$ cat config.mk
export PLATFORM = sky130hd
export DESIGN_NAME = biht_outbuf
export DESIGN_NICKNAME = d
export VERILOG_FILES = /design/src/hdl/biht_pkg.sv /design/src/hdl/biht_outbuf.sv
export VERILOG_INCLUDE_DIRS = /design/src /design/src/hdl
export SDC_FILE = /design/constraint.sdc
export NUM_CORES = 1
export LEC_CHECK = 0
export ABC_AREA = 0
export BUFFER_PORTS_ARGS = -buffer_cell sky130_fd_sc_hd__buf_2
export CORE_UTILIZATION = 40
export DETAILED_ROUTE_END_ITERATION = 16
export PLACE_DENSITY = 0.71
export SETUP_SLACK_MARGIN = 0.15
export SLEW_MARGIN = 20
export SYNTH_ARGS = -nofsm -noshare
export SYNTH_HDL_FRONTEND = slang
export SYNTH_SLANG_ARGS = --single-unit
$ cat constraint.sdc
create_clock -name clk -period 2.2 [get_ports clk]
set_input_delay 0.55 -clock clk [delete_from_list [all_inputs] [get_ports clk]]
set_output_delay 0.55 -clock clk [all_outputs]
set_load 0.01 [all_outputs]
$ cat src/hdl/button_iir_hysteresis_toggle_defines.svh
// assertion macros shared by biht_lane.sv and biht_outbuf.sv
`ifndef BUTTON_IIR_HYSTERESIS_TOGGLE_DEFINES_SVH
`define BUTTON_IIR_HYSTERESIS_TOGGLE_DEFINES_SVH

// same-cycle implication, checked outside reset
`define BIHT_ASSERT_NOW(label, ante, cons) \
	label: assert property (@(posedge clk) disable iff (!arst_n) (ante) |-> (cons)) \
		else $error("biht assertion failed");

// next-cycle implication, checked outside reset
`define BIHT_ASSERT_NEXT(label, ante, cons) \
	label: assert property (@(posedge clk) disable iff (!arst_n) (ante) |=> (cons)) \
		else $error("biht assertion failed");

`endif

$ cat src/hdl/biht_pkg.sv
package biht_pkg;

	// sizes
	localparam int BUTTONS   = 5;
	localparam int FRAC_BITS = 16;
	localparam int PIN_W     = 5;
	localparam int CFG_W     = 16;
	localparam int CFG_IDX_W = 2;

	// filter datapath widths
	localparam int DIFF_W = FRAC_BITS + 1;
	localparam int PROD_W = 2 * FRAC_BITS + 2;
	localparam int SUM_W  = FRAC_BITS + 2;

	// register reset values
	localparam logic [FRAC_BITS-1:0] WEIGHT_RST      = FRAC_BITS'(43254);
	localparam logic [FRAC_BITS-1:0] PRESS_THR_RST   = FRAC_BITS'(45875);
	localparam logic [FRAC_BITS-1:0] RELEASE_THR_RST = FRAC_BITS'(19661);

	// register indexes
	typedef enum logic [CFG_IDX_W-1:0] {
		CFG_FILTER_WEIGHT = 2'd0,
		CFG_PRESS_THR     = 2'd1,
		CFG_RELEASE_THR   = 2'd2
	} cfg_idx_t;

	// settings seen by every lane
	typedef struct packed {
		logic [FRAC_BITS-1:0] weight;
		logic [FRAC_BITS-1:0] press_thr;
		logic [FRAC_BITS-1:0] release_thr;
	} lane_cfg_t;

	// what one lane reports for a tick
	typedef struct packed {
		logic pressed;
		logic toggle;
		logic release_evt;
	} lane_flags_t;

	// one merged result
	typedef struct packed {
		logic [BUTTONS-1:0] pressed_mask;
		logic [BUTTONS-1:0] toggle_mask;
		logic [BUTTONS-1:0] release_mask;
	} result_t;

endpackage

$ cat src/hdl/biht_outbuf.sv
`include "button_iir_hysteresis_toggle_defines.svh"

module biht_outbuf import biht_pkg::*; (
	input  logic        clk,
	input  logic        arst_n,
	input  logic        in_valid,
	output logic        in_stall,
	input  lane_flags_t lane_flags [BUTTONS],
	output logic        out_valid,
	input  logic        out_stall,
	output result_t     result
);

	result_t res_in;
	result_t head_q;
	result_t skid_q;
	logic    head_valid_q;
	logic    skid_valid_q;
	logic    in_xfer;
	logic    take;

	// merge lane bits into one result
	always_comb begin
		for (int i = 0; i < BUTTONS; i++) begin
			res_in.pressed_mask[i] = lane_flags[i].pressed;
			res_in.toggle_mask[i]  = lane_flags[i].toggle;
			res_in.release_mask[i] = lane_flags[i].release_evt;
		end
	end

	assign in_stall  = skid_valid_q;
	assign in_xfer   = in_valid & ~skid_valid_q;
	assign take      = head_valid_q & ~out_stall;
	assign out_valid = head_valid_q;
	assign result    = head_q;

	// two-entry buffer: head register plus skid
	always_ff @(posedge clk or negedge arst_n) begin
		if (!arst_n) begin
			head_valid_q <= 1'b0;
			skid_valid_q <= 1'b0;
		end else if (take) begin
			if (skid_valid_q) begin
				skid_valid_q <= 1'b0;
			end else begin
				head_valid_q <= in_xfer;
			end
		end else if (in_xfer) begin
			if (head_valid_q) begin
				skid_valid_q <= 1'b1;
			end else begin
				head_valid_q <= 1'b1;
			end
		end
	end

	// payload of the buffer
	always_ff @(posedge clk) begin
		if (take) begin
			if (skid_valid_q) begin
				head_q <= skid_q;
			end else if (in_xfer) begin
				head_q <= res_in;
			end
		end else if (in_xfer) begin
			if (head_valid_q) begin
				skid_q <= res_in;
			end else begin
				head_q <= res_in;
			end
		end
	end

	// skid only fills behind a valid head
	`BIHT_ASSERT_NOW(a_skid_behind_head, skid_valid_q, head_valid_q)
	// transfer into an empty buffer lands in the head
	`BIHT_ASSERT_NEXT(a_empty_fill, in_xfer && !head_valid_q, head_valid_q && (head_q == $past(res_in)))
	// draining the head promotes the skid entry
	`BIHT_ASSERT_NEXT(a_skid_promote, take && skid_valid_q, head_valid_q && (head_q == $past(skid_q)))

endmodule

==> reports/results.txt <==
Status: finished with violations
Failing checks: DRC
Final ANT Viol Nets: 0
Reg2Reg Launch Point: out_valid
CTS Root Cell: clkbuf_4
WL met3: 161 um
WP data arrival: 1000 ps
DR iter-0 viols: 5
Slowest stage delay, CP: 500 ps
Startpoint types: flip-flop
DR top layer: met4
RSZ-0062 raised after global routing: no
Most frequent cells in the layout: buf_2, edfxtp_1, mux2_4, mux2_2, clkbuf_4
CP Class: flip-flop to primary output
Met2 wire length: 881 um
Drc violations: 3
DP HPWL: 1340 um
Die Y: 57.6 um
Clock Tree Buf Depth: 2
Total GRT Usage: 13.3%
Final Skew: 2.38 ps
GP Congestion: 0.593
Pin count of the biggest net entering global routing: 16
Synthesized instance count: 59
CTS tree: built
Total global routing overflow: 0
Net count after synthesis: 78
Synth-to-Final Area Change: 22.6%
CTS Buf Count: 5
# fillers: 243
I/O pin total: 36
Worst Tran Pin Value: 290 ps
Vias/cell: 4.96
Crit. End Element: primary output
Cell family with most CP delay: flip-flops
Worst-path clk slew: 90 ps
Max_slew headroom: 80.6%
Clock tree sinks: 32
Req. time, crit path: 1650 ps
Crit path launch: out_valid
Syn. warnings: 0
Post-synthesis sequential area ratio: 76.9%
Worst-Skew Late Latency: 320 ps
Commonest non-fill, non-tap cell in the layout: buf_2
Final cell count without fillers: 135
CP Buf/Inv Count: 1
CTS HTree Levels: 2
PwrDens: 1110 nW/um^2
Cell Area, Synth: 1240 sq um
Full die area: 3320 sq um
Final hold violations: 0
Post-layout util: 53.1%
Seq cells post-synth: 32
Path type of the worst min-delay path: input port to flip-flop
Setup bufs post-CTS: 0
Cell count after placement: 126
P_leak: 0.642 nW
Worst hold slack: 414 ps
Post_cts resized: 0
Dpl ws: 544 ps
Hold path start: lane_flags[2]
Wl on met1: 832 um
First-pass GRT wire length: 3080 um
Drt total wl: 1910 um
DP Area: 1450 sq um
Row count: 19
Final WS setup: 651 ps
Slew Limit Fails: 0
Max frequency: 646 MHz
Post-synth cell types: 13
Critical path's slowest cell: dfrtp_1
Initial antenna violation count: 0
Period utilization: 70.4%
Max-cap violations: 0
Setup TNS: 0 ps
Setup violations, final: 0
ANT cells: 0
Final instance area: 1520 sq um
Fraction of layout cells with a size suffix above 1: 57.7%
Crit path cell chain: buf_2
Final #Nets: 122
Syn avg cell area: 21.0 sq um
CP max FO: 7
Total power: 1.68 mW
Core area: 2850 sq um
First-pass DRT Iterations: 10
Vias in the first global route: 700
Routed len/inst: 14.1 um
Final min period: 1550 ps
Peak VDD IR: 869 uV
Width of the die: 57.6 um
Vias: 670
# port buffers: 35
Starting Density: 43.3%
-- cells in the mapped netlist --
master,number,area (sq um)
mux2_4,10,150
mux2_2,5,56.3
inv_1,1,3.75
nand3b_4,1,20.0
edfxtp_1,30,901
a21oi_1,2,10.0
nor2_1,1,3.75
nand2_1,3,11.3
buf_6,1,11.3
a21boi_0,1,7.51
o21ai_0,1,5.00
nand2b_1,1,6.26
dfrtp_1,2,50.1
-- where the power goes --
group	switching [mW]	total, mW	internal, mW
Clock	0.187	0.304	0.117
Combinational	0.244	0.451	0.207
Sequential	0.0654	0.926	0.861
-- flip-flops by register name, indices dropped and copies added, names as in the netlist --
name and flops:
in_stall 1, result 15, skid_q 15, out_valid 1
-- final cells by class --
cell class / instances / area (sq um) / area share, %
inverter: 1 / 3.75 / 0.248
timing repair buffer: 38 / 200 / 13.2
sequential: 32 / 951 / 62.8
clock buffer: 5 / 37.5 / 2.48
tap: 31 / 38.8 / 2.56
multi-input combinational: 25 / 270 / 17.8
clock inverter: 3 / 13.8 / 0.908
-- logic make-up (layout without fill, tap and decap cells) --
logic type	count (synthesis)	after routing	share of synthesized area (%)
simple gates	6	6	3.34
buf+inv	2	47	1.21
compound gates	4	4	1.82
mux	15	15	16.7
flops	32	32	76.9
-- routing by layer --
layer / GRT usage [%] / vias up
li1: - / 316
met1: 15.5 / 316
met3: 5.44 / 5
met5: 0 / -
met4: 8.36 / 0
met2: 20.3 / 33
-- final timing paths --
kind / to / slack (ps) / cells past startpoint
max in group asynchronous: out_valid / 1570 / 2
min in group asynchronous: in_stall / 530 / 2
max reg2reg: result[11] / 780 / 2
min reg2reg: result[3] / 560 / 1
max: out_valid / 650 / 1
min: skid_q[14] / 410 / 1
-- worst register-to-register path: stages (launching register included) --
cell and delay (ps):
dfrtp_1 500, nand3b_4 300, mux2_4 380
-- repair_timing --
| item | in CTS | in global routing |
|---|---|---|
| hold buffers | 1 | 0 |
| setup endpoints to repair | 0 | 0 |
| endpoints found under the hold margin | 2 | 0 |
Note: power is estimated with default switching activity, not from simulation.
